$ cat src/rtl/max_prefix_sum_range_tree_core_assert.svh
// Assertion macros shared by the range tree modules.
// Both macros sample on the rising edge of clk and are disabled while arst_n is low.
`ifndef MAX_PREFIX_SUM_RANGE_TREE_CORE_ASSERT_SVH
`define MAX_PREFIX_SUM_RANGE_TREE_CORE_ASSERT_SVH
`ifndef SYNTH
`define MPST_ASSERT(label, prop, msg) \
	label: assert property (@(posedge clk) disable iff (!arst_n) prop) else $error(msg);
`define MPST_ASSERT_NEXT(label, pre, post, msg) \
	label: assert property (@(posedge clk) disable iff (!arst_n) (pre) |=> (post)) else $error(msg);
`else
`define MPST_ASSERT(label, prop, msg)
`define MPST_ASSERT_NEXT(label, pre, post, msg)
`endif
`endif

$ cat src/rtl/mpst_pkg.sv
`timescale 1ns / 1ps
package mpst_pkg;

	localparam int BEST_W = 42;

	localparam logic       OP_WRITE     = 1'b0;
	localparam logic       OP_QUERY     = 1'b1;

	localparam logic [1:0] STATUS_WRITE = 2'd0;
	localparam logic [1:0] STATUS_QUERY = 2'd1;
	localparam logic [1:0] STATUS_ERROR = 2'd2;

	localparam logic [10:0] USED_LENGTH_RESET = 11'd1024;

	// Commands from the controller to the datapath.
	typedef struct packed {
		logic       clr;
		logic       load;
		logic       wleaf;
		logic       wstep;
		logic       qstep;
		logic       emit;
		logic [1:0] emit_status;
	} mpst_cmd_t;

	// Status from the datapath to the controller.
	typedef struct packed {
		logic clr_done;
		logic in_op;
		logic in_err;
		logic walk_last;
		logic q_more;
	} mpst_sts_t;

endpackage

$ cat src/rtl/mpst_ctrl.sv
`timescale 1ns / 1ps
`include "max_prefix_sum_range_tree_core_assert.svh"
module mpst_ctrl
	import mpst_pkg::*;
(
	input  logic      clk,
	input  logic      arst_n,
	input  logic      start,
	output logic      busy,
	input  mpst_sts_t sts,
	output mpst_cmd_t cmd
);

	localparam logic [2:0] ST_CLEAR = 3'd0;
	localparam logic [2:0] ST_IDLE  = 3'd1;
	localparam logic [2:0] ST_WLEAF = 3'd2;
	localparam logic [2:0] ST_WSTEP = 3'd3;
	localparam logic [2:0] ST_QWALK = 3'd4;
	localparam logic [2:0] ST_QFIN  = 3'd5;

	logic [2:0] state_q;
	logic [2:0] state_d;

	always_comb begin
		cmd     = '0;
		state_d = state_q;
		case (state_q)
			ST_CLEAR: begin
				cmd.clr = 1'b1;
				if (sts.clr_done) begin
					state_d = ST_IDLE;
				end
			end
			ST_IDLE: begin
				if (start) begin
					if (sts.in_err) begin
						cmd.emit        = 1'b1;
						cmd.emit_status = STATUS_ERROR;
					end else begin
						cmd.load = 1'b1;
						state_d  = (sts.in_op == OP_QUERY) ? ST_QWALK : ST_WLEAF;
					end
				end
			end
			ST_WLEAF: begin
				cmd.wleaf = 1'b1;
				state_d   = ST_WSTEP;
			end
			ST_WSTEP: begin
				cmd.wstep = 1'b1;
				if (sts.walk_last) begin
					cmd.emit        = 1'b1;
					cmd.emit_status = STATUS_WRITE;
					state_d         = ST_IDLE;
				end
			end
			ST_QWALK: begin
				cmd.qstep = 1'b1;
				if (!sts.q_more) begin
					state_d = ST_QFIN;
				end
			end
			ST_QFIN: begin
				cmd.emit        = 1'b1;
				cmd.emit_status = STATUS_QUERY;
				state_d         = ST_IDLE;
			end
			default: begin
				state_d = ST_CLEAR;
			end
		endcase
	end

	always_ff @(posedge clk or negedge arst_n) begin
		if (!arst_n) begin
			state_q <= ST_CLEAR;
		end else begin
			state_q <= state_d;
		end
	end

	assign busy = (state_q != ST_IDLE);

	`MPST_ASSERT_NEXT(a_load_goes_busy, state_q == ST_IDLE && start && !sts.in_err, state_q != ST_IDLE, "accepted item did not start a walk")
	`MPST_ASSERT_NEXT(a_walk_ends_idle, state_q == ST_WSTEP && sts.walk_last, state_q == ST_IDLE, "write walk did not finish at the root")
	`MPST_ASSERT(a_emit_states, cmd.emit |-> (state_q == ST_IDLE || state_q == ST_WSTEP || state_q == ST_QFIN), "result emitted from a working state")

endmodule

$ cat config.mk
export PLATFORM = sky130hd
export DESIGN_NAME = mpst_ctrl
export DESIGN_NICKNAME = d
export VERILOG_FILES = /design/src/rtl/mpst_pkg.sv /design/src/rtl/mpst_ctrl.sv
export VERILOG_INCLUDE_DIRS = /design/src /design/src/rtl
export SDC_FILE = /design/constraint.sdc
export NUM_CORES = 1
export LEC_CHECK = 0
export ABC_AREA = 1
export BUFFER_PORTS_ARGS = -buffer_cell sky130_fd_sc_hd__buf_2
export CAP_MARGIN = 5
export CORE_AREA = 5 5 42 44
export CTS_BUF_LIST = sky130_fd_sc_hd__clkbuf_16
export CTS_CLUSTER_DIAMETER = 200
export DETAILED_ROUTE_END_ITERATION = 6
export DIE_AREA = 0 0 47 49
export PLACE_DENSITY = 0.46
export SETUP_SLACK_MARGIN = 0.4
export SKIP_CTS_REPAIR_TIMING = 1
export SLEW_MARGIN = 30
export SYNTH_ARGS = -nofsm -noshare
export SYNTH_HDL_FRONTEND = slang
export SYNTH_SLANG_ARGS = --single-unit
$ cat constraint.sdc
create_clock -name clk -period 1.4 [get_ports clk]
set_input_delay 0.28 -clock clk [delete_from_list [all_inputs] [get_ports clk]]
set_output_delay 0.28 -clock clk [all_outputs]
set_load 0.02 [all_outputs]
==> Yosys cells after proc, flatten, opt, wreduce, memory -nomap -nowiden <==
Cells that the tools add are included.
{ "totals": {"ff_bits": 3, "out_inout_bits": 9} }
{ "op_classes": {"eq_ne": 11, "n_mux": 18, "n_reduce_logical": 2} }
{ "op_table": {"columns": ["cell", "count"], "rows": [
  ["$mux 3", 9],
  ["$pmux 3 s6", 1],
  ["$ne 2x2->1 const B", 5],
  ["$pmux 3 s3", 1],
  ["$mux 1", 7],
  ["$eq 3x2->1 const B", 2],
  ["$eq 3x3->1 const B", 2],
  ["$reduce_and 5->1", 1],
  ["$eq 3x1->1 const B", 1],
  ["$logic_not 3->1", 1],
  ["$ne 3x1->1 const B", 1]
]} }

==> Longest topological paths before layout <==
Gate-level depths: netlist of the first run.
{ "logic_depth": {"ltp_word": 4, "ltp_mapped": 8} }

==> Worst setup path before layout of the first run <==
Ideal clock, no wire load.
{ "synth_path": {"path_kind": "register to output", "startpoint": "register state_q[0]", "endpoint": "output cmd[6] in the netlist's numbering", "arrival_ns": 1.182, "required_time_ns": 1.120, "slack_ns": -0.062, "stages_incl_launch_ff": 5, "path_cell_list": "dfrtp_1 inv_2 nor2_2 nand2_2 nor3_1"} }
{ "synth_lines": {"columns": ["element", "line", "source"], "rows": [
  ["start, declared", "mpst_ctrl.sv:21", "logic [2:0] state_q;"],
  ["start signal, assigned", "mpst_ctrl.sv:78", "state_q <= state_d;"],
  ["end, declared", "mpst_ctrl.sv:11", "output mpst_cmd_t cmd"]
]} }

==> results.yml, run 1 <==
sta:
  slew_headroom_pct: 84.3
  setup_viol: 5
  period_needed_ns: 1.49
  fmaxAchievable_mhz: 669
  hold_viol: 0
  hold_slack_ns: 0.365
  rsz0062_at_grt: "true"
  slew_violations: 0
  fin_worst_skew_ns: 0.00156
  fin_crit_sh_pct: 107
  tightest_slew_ns: 0.234
  fin_ws_ns: -0.0945
route:
  drt.antenna.violating_nets: 0
  vias: 394
  drt-pass1-iter-count: 4
  drt_wl_total_um: 915
  drc_errors: 0
  viasPerCell: 4.28
  wl_per_cell_um: 9.95
  drt_iter0_markers: 5
clocking:
  cts_tree: "yes"
  cts_buffers: 3
  cts_root_buf: "clkbuf_16"
  htreeDepth: 1
  cts_max_path_buffers: 2
  clk_latency_ns: 0.22
  clk_pin_slew_ns: 0.03
  cts.sinks: 3
run:
  max-cap-violations: 0
yosys:
  avgSynthCellArea_um2: 6.01
  postSynthCellCount: 50
  syn-num-nets: 58
  yosys.area.top_type_share_pct: 25.0
  synth_area_um2: 300
  yosysMostFrequentCell: "nand2_1"
  async_flop_share_pct: 100
  ys_warn_count: 0
  synth_compound_area_share_pct: 7.50
  netlist_top_cells_area: "dfrtp_1 25%, nand2_1 14%, nand3_1 12%"
  synth_common_cells: "11 x nand2_1, 7 x inv_1, 7 x nand3_1"
  synth_cell_types: 14
  synth-edff-count: 0
  synth-seq-cells: 3
  synthFlopType: "dfrtp_1"
  yosys.area_share.adder_pct: 0
  synth_simple_gate_area_share_pct: 52.5
  seq_area_frac_synth_pct: 25.0
  synth-xor-area-share_pct: 0
  synth_largest_area_cell: "dfrtp_1"
  muxShareOfSynthArea_pct: 0
  synth_top_family_by_area: "simple AND/OR/NAND/NOR gates"
setup_path:
  critPathRequiredTime_ns: 1.12
  crit_chain: "inv_2 -> nand2_4 -> nor2_4 -> nand3_2 -> nand2_2 -> buf_6"
  path_buf_inv: 2
  worstSetupEndpointType: "output pin"
  slowest_stage: "dfrtp_2"
  crit_fanout: 6
  crit_arrival_ns: 1.21
  worstSetupPathType: "reg -> out"
  critPathLaunchType: "flop"
  max_stage_delay_ns: 0.45
  cp_top_family: "flip-flops"
die:
  start_util_pct: 21.4
  ios: 17
  die_w_um: 47
  row_count: 14
  die_h_um: 49
  die_area_mm2: 0.00230
  core_mm2: 0.00140
placed_design:
  io_buffers: 16
  dpl.hpwl_um: 697
  place.gp.congestion: 0.704
  placedInstanceArea_um2: 445
finish:
  design_area_um2: 633
  n_antenna_cell: 0
  largest_reg_flops: 3
  multi_input_area_um2: 244
  reg.largest.list: "state_q: 3 flops"
  fin_nets: 85
  final-seq-area_um2: 78.8
  area_growth_pct: 111
  fin_util_pct: 45.2
  largest_register: "state_q"
  nFillCells: 157
  final_layout_size_suffix_gt1_share_pct: 68.4
grt:
  grt_overflow_total: 0
  grt_pass1_wl_mm: 1.35
  grtUsageTotal_pct: 8.32
  grt_max_degree: 7
  antenna_found_initial: 0
  first_global_vias: 336
min_path:
  hold_class: "in -> reg"
power:
  power_density_mw_per_mm2: 2380
  vdd_drop_max_v: 0.00101
  leakagePower_nw: 0.353
status:
  status: "finished with violations"
  failed_checks: "setup timing"
[layer usage]
metal | GRT usage, % | wire (um) | vias to the layer above
met4 | 4.15 | 10 | 0
met5 | 0 | 0 | -
met1 | 10.1 | 376 | 166
li1 | - | - | 209
met3 | 4.43 | 99 | 2
met2 | 11.5 | 429 | 17
[layout by cell type, fill, tap and decap left out, types with 2 or more instances in the layout]
master | synthesis | routed
buf_2 | 0 | 10
buf_4 | 0 | 6
buf_6 | 0 | 5
clkbuf_16 | 0 | 3
dfrtp_2 | 0 | 3
inv_1 | 7 | 5
inv_2 | 5 | 6
inv_4 | 0 | 2
nand2_1 | 11 | 8
nand2_2 | 3 | 4
nand2_4 | 0 | 2
nand3_1 | 7 | 5
nand3_2 | 2 | 4
nor2_2 | 4 | 2
nor2_4 | 0 | 4
[where the power goes]
part	leakage, nW	switching (mW)	total, mW	internal, mW
sequential	0.0345	0.0759	0.202	0.126
clock	0.0423	0.0797	0.448	0.368
combinational	0.276	0.476	0.859	0.383
[worst paths after layout]
check | start | endpoint | slack (ns) | depth (start not counted)
max | state_q[1] | cmd[2] | -0.09 | 6
min | sts[0] | state_q[2] | 0.36 | 3
max reg2reg | state_q[1] | state_q[0] | 0.12 | 9
min reg2reg | state_q[2] | state_q[1] | 0.68 | 3
max in group asynchronous | arst_n | state_q[2] | 0.90 | 2
min in group asynchronous | arst_n | state_q[1] | 0.38 | 2
[logic make-up (layout without fill, tap and decap cells)]
group / after synthesis / in the layout
and+or+nand+nor: 31 / 31
buffers and inverters: 12 / 38
DFF: 3 / 3
AOI/OAI and AO/OA: 4 / 4
[through the flow]
stage	TNS [ns]	setup WS (ns)	instances	power, mW
2_1_floorplan	0	0.176	50	0.669
3_3_place_gp	0	0.0627	82	0.835
3_5_place_dp	0	0.0495	82	0.830
4_1_cts	-0.665	-0.191	86	1.29
5_1_grt	-0.726	-0.164	92	1.62
6_report	-0.351	-0.0945	92	1.51
[worst register-to-register path: cells and delay by family (launching register included)]
kind / cells / cell delay [ns]
flops: 1 / 0.45
simple gates: 6 / 0.44
buf+inv: 3 / 0.25
[cell type report]
type / count / area share [%]
tap: 16 / 3.16
clock buffer: 3 / 11.9
timing repair buffer: 22 / 25.5
sequential: 3 / 12.5
inverter: 12 / 7.91
clock inverter: 1 / 0.593
multi-input combinational: 35 / 38.5
Note: power is estimated with default switching activity, not from simulation.
==> run 2: changes to the inputs <==
PLACE_DENSITY = 0.47   (was 0.46)
REMOVE_ABC_BUFFERS = 1   (was not set)
clock period = 1.2 ns   (was 1.4 ns; I/O delays follow)
==> run 2 against run 1 <==
The flow still finishes with violations (setup timing). Flip-flop and latch count did not move. Clock skew rose by 0.00053 ns. Critical path depth fell by 1. Critical endpoint is now busy. Highest routed layer is now met3.
==> results.yml, run 2 (synthesized netlist as in run 1, its figures left out) <==
status:
  status: "finished with violations"
  failed_checks: "setup timing"
clocking:
  clk_pin_slew_ns: 0.03
  clk_latency_ns: 0.22
  cts.sinks: 3
  cts_root_buf: "clkbuf_16"
  cts_buffers: 3
  cts_tree: "yes"
  cts_max_path_buffers: 2
  htreeDepth: 1
sta:
  rsz0062_at_grt: "true"
  setup_viol: 10
  fin_ws_ns: -0.227
  hold_slack_ns: 0.341
  fin_setup_tns_ns: -1.51
  fin_crit_sh_pct: 119
  period_needed_ns: 1.43
  tightest_slew_ns: 0.214
  fin_worst_skew_ns: 0.00210
  hold_viol: 0
  fmaxAchievable_mhz: 701
  slew_violations: 0
  slew_headroom_pct: 85.6
finish:
  final_cell_mix: "11 x nand2_1, 11 x buf_4, 10 x buf_2"
  final_layout_size_suffix_gt1_share_pct: 62.5
  n_antenna_cell: 0
  fin_nets: 89
  largest_reg_flops: 3
  fin_util_pct: 43.9
  reg.largest.list: "state_q: 3 flops"
  largest_register: "state_q"
  area_growth_pct: 105
die:
  start_util_pct: 21.4
  die_w_um: 47
  die_area_mm2: 0.00230
  die_h_um: 49
  ios: 17
  row_count: 14
  core_mm2: 0.00140
run:
  max-cap-violations: 0
grt:
  grt_overflow_total: 0
  grtUsageTotal_pct: 8.45
  first_global_vias: 370
  antenna_found_initial: 0
  grt_pass1_wl_mm: 1.46
  grt_max_degree: 7
power:
  swShare_pct: 39.6
  vdd_drop_max_v: 0.00128
  p_switching_mw: 0.663
  p_seq_share_pct: 12.7
  leakagePower_nw: 0.361
  intPower_mw: 1.01
  power_density_mw_per_mm2: 2720
  pwr-share-comb_pct: 56.2
  pwr-share-clk_pct: 31.1
  total_power_mw: 1.67
route:
  viasPerCell: 4.18
  drc_errors: 0
  vias: 401
  drt_iter0_markers: 2
  drt.antenna.violating_nets: 0
  wl_per_cell_um: 9.60
  drt-pass1-iter-count: 2
  drt_wl_total_um: 922
setup_path:
  r2r-end: "state_q[0]"
  slowest_stage: "dfrtp_2"
  critPathRequiredTime_ns: 0.96
  worstSetupEndpointType: "output pin"
  max_stage_delay_ns: 0.40
  crit_chain: "inv_2 -> nor2_2 -> nand2_2 -> buf_4 -> buf_2"
  crit_arrival_ns: 1.19
  r2r_start: "state_q[0]"
  worst-r2r-setup-slack_ns: 0
  reg2reg_depth: 8
  critPathLaunchType: "flop"
  crit_fanout: 5
  worstSetupPathType: "reg -> out"
placed_design:
  place.gp.congestion: 0.743
  io_buffers: 16
  dpl.hpwl_um: 725
min_path:
  hold_class: "in -> async"
[run 2: metal layers]
layer	part of all wire [%]	GRT usage, %
met3	7.2	2.21
met1	43	11.4
met2	50	12.7
met4	0	2.76
met5	0	0
[run 2: worst max-delay path by stage]
stage | from | endpoint | cells past startpoint
final | state_q[0] | busy | 5
after global routing | state_q[1] | cmd[2] | 6
after CTS | state_q[1] | cmd[2] | 6
after detailed placement | state_q[1] | cmd[2] | 6
after global placement | state_q[0] | state_q[0] | 6
after floorplan | state_q[0] | cmd[6] | 4
[run 2: area by class of cell]
class / instances / area [um^2]
fill: 161 / 786
multi-input combinational: 35 / 205
timing repair buffer: 26 / 188
sequential: 3 / 78.8
clock buffer: 3 / 75.1
inverter: 12 / 45.0
tap: 16 / 20.0
clock inverter: 1 / 3.75
[run 2: worst max-delay path: cells and delay by family (launching register included)]
kind	cells	cell delay, ns
DFF	1	0.40
buffers and inverters	3	0.34
and+or+nand+nor	2	0.23
[run 2: power groups by stage]
| stage | Clock (mW) | Sequential [mW] | Combinational, mW |
|---|---|---|---|
| floorplan | 0 | 0.190 | 0.497 |
| global placement | 0 | 0.195 | 0.854 |
| detailed placement | 0 | 0.194 | 0.849 |
| CTS | 0.530 | 0.194 | 0.855 |
| global route | 0.546 | 0.220 | 1.05 |
| finish | 0.521 | 0.213 | 0.940 |
[run 2: per-stage QoR]
step	cells	instance area, um^2	worst slack [ns]
6_report	96	616	-0.227
5_1_grt	96	616	-0.306
4_1_cts	95	547	-0.299
3_5_place_dp	91	468	-0.0504
3_3_place_gp	91	468	-0.0563
2_1_floorplan	50	300	-0.222
==> run 3: changes to the inputs <==
BUFFER_PORTS_ARGS = -buffer_cell sky130_fd_sc_hd__buf_4   (was -buffer_cell sky130_fd_sc_hd__buf_2)
==> run 3 against run 2 <==
The run still ends with setup timing left. Die area unchanged. Wire length is 2.8% lower. First-iteration DRC count decreased by 50%. Power rose by 2.8%. Clock power shrank 2%. Critical endpoint is now cmd[2]. Register-to-register slack got worse by 0.04 ns. Design area grew 4.7%. Final cell count unchanged. Count of clock-buffer cells in the layout unchanged. Critical path type unchanged. Hold slack better by 0.0058 ns. Global-route usage is 0.28 points higher. Largest cell class is now buffers.
==> results.yml, run 3 (synthesized netlist as in run 1, its figures left out) <==
status:
  status: "finished with violations"
  failed_checks: "setup timing"
die:
  die_w_um: 47
  start_util_pct: 21.4
  die_area_mm2: 0.00230
  ios: 17
  row_count: 14
  core_mm2: 0.00140
  die_h_um: 49
route:
  drt_wl_total_um: 896
  met2_length_um: 429
  drt-pass1-iter-count: 4
  wl_met3_um: 115
  viasPerCell: 4.30
  wl_per_cell_um: 9.33
  top_layer: "met4"
  drt.antenna.violating_nets: 0
  drt_iter0_markers: 1
  drc_errors: 0
  met1Wirelength_um: 344
  vias: 413
sta:
  period_needed_ns: 1.45
  fin_worst_skew_ns: 0.000909
  hold_viol: 0
  slew_headroom_pct: 86.7
  setup_viol: 12
  rsz0062_at_grt: "true"
  fin_crit_sh_pct: 120
  fmaxAchievable_mhz: 692
  fin_ws_ns: -0.246
  tightest_slew_ns: 0.198
  slew_violations: 0
finish:
  multi_input_area_um2: 209
  fin_nets: 89
  stdcell_count: 96
  largest_reg_flops: 3
  largest_register: "state_q"
  fin_util_pct: 46.0
  n_antenna_cell: 0
  reg.largest.list: "state_q: 3 flops"
  final_layout_size_suffix_gt1_share_pct: 65.0
  nFillCells: 149
  final-seq-area_um2: 78.8
  final_cell_mix: "21 x buf_4, 9 x nand2_1, 7 x inv_1"
  area_growth_pct: 115
  design_area_um2: 644
  final_common_cell: "buf_4"
placed_design:
  dpl.hpwl_um: 747
  place_inst: 89
  place.gp.congestion: 0.766
  placedInstanceArea_um2: 493
  pre_cts_slack_ns: -0.0507
  io_buffers: 16
setup_path:
  worstSetupPathType: "reg -> out"
  max_stage_delay_ns: 0.43
  crit_fanout: 6
  r2r_start: "state_q[1]"
  critPathLaunchType: "flop"
  worstSetupEndpointType: "output pin"
  path_buf_inv: 2
  slowest_stage: "dfrtp_2"
  worst-r2r-setup-slack_ns: -0.04
  r2r-end: "state_q[0]"
  crit_chain: "inv_2 -> nand2_2 -> nor2_4 -> nand3_2 -> nand2_2 -> buf_6"
  crit_arrival_ns: 1.21
  critPathMostFrequentCell: "nand2_2"
  reg2reg_depth: 8
  cp_top_family: "flip-flops"
  critPathRequiredTime_ns: 0.96
clocking:
  cts_tree: "yes"
  clk_latency_ns: 0.22
  cts_max_path_buffers: 2
  cts_buffers: 3
  cts_root_buf: "clkbuf_16"
  cts.sinks: 3
  clk_pin_slew_ns: 0.03
  htreeDepth: 1
power:
  leakagePower_nw: 0.371
  vdd_drop_max_v: 0.00138
  total_power_mw: 1.72
  power_density_mw_per_mm2: 2670
run:
  max-cap-violations: 0
grt:
  antenna_found_initial: 0
  first_global_vias: 374
  grt_pass1_wl_mm: 1.49
  grt_max_degree: 7
  grt_overflow_total: 0
  grtUsageTotal_pct: 8.73
min_path:
  hold_class: "in -> async"
run 3: metrics by stage:
step	setup TNS [ns]	hold WS, ns
2_1_floorplan	-0.376	-0.0556
3_3_place_gp	-0.235	0.0308
3_5_place_dp	-0.202	0.0309
4_1_cts	-2.02	-0.200
5_1_grt	-2.64	0.362
6_report	-1.74	0.347
run 3: worst max-delay path by stage:
| stage | start | endpoint | slack, ns | cells past startpoint |
|---|---|---|---|---|
| 3_3_place_gp | state_q[0] | state_q[0] | -0.06 | 6 |
| 4_1_cts | state_q[1] | cmd[2] | -0.28 | 6 |
| 2_1_floorplan | state_q[0] | cmd[6] | -0.22 | 4 |
| 3_5_place_dp | state_q[1] | cmd[2] | -0.05 | 6 |
| 6_report | state_q[1] | cmd[2] | -0.25 | 6 |
| 5_1_grt | state_q[1] | cmd[1] | -0.32 | 6 |
run 3: area by class of cell:
class	count	share of cell area (%)
Timing Repair Buffer	26	33.0
Multi-Input combinational cell	35	32.4
Sequential cell	3	12.2
Clock buffer	3	11.7
Inverter	12	6.99
Tap cell	16	3.11
Clock inverter	1	0.583
run 3: routing by layer:
| metal | track usage, % | vias to the layer above |
|---|---|---|
| li1 | - | 216 |
| met1 | 10.5 | 179 |
| met2 | 13.3 | 16 |
| met3 | 4.06 | 2 |
| met4 | 2.76 | 0 |
| met5 | 0 | - |
run 3: worst register-to-register path, cell delays in order, from the launching register on:
cell	delay [ns]
dfrtp_2	0.43
buf_4	0.15
nor2_4	0.12
buf_4	0.12
nand3_2	0.06
nand2_2	0.07
nor2_2	0.04
nand3_1	0.06
nand2_1	0.06
run 3: power by group:
group / switching (mW) / internal, mW
clock network: 0.0835 / 0.429
logic: 0.514 / 0.478
registers: 0.0687 / 0.147
total: 0.667 / 1.05
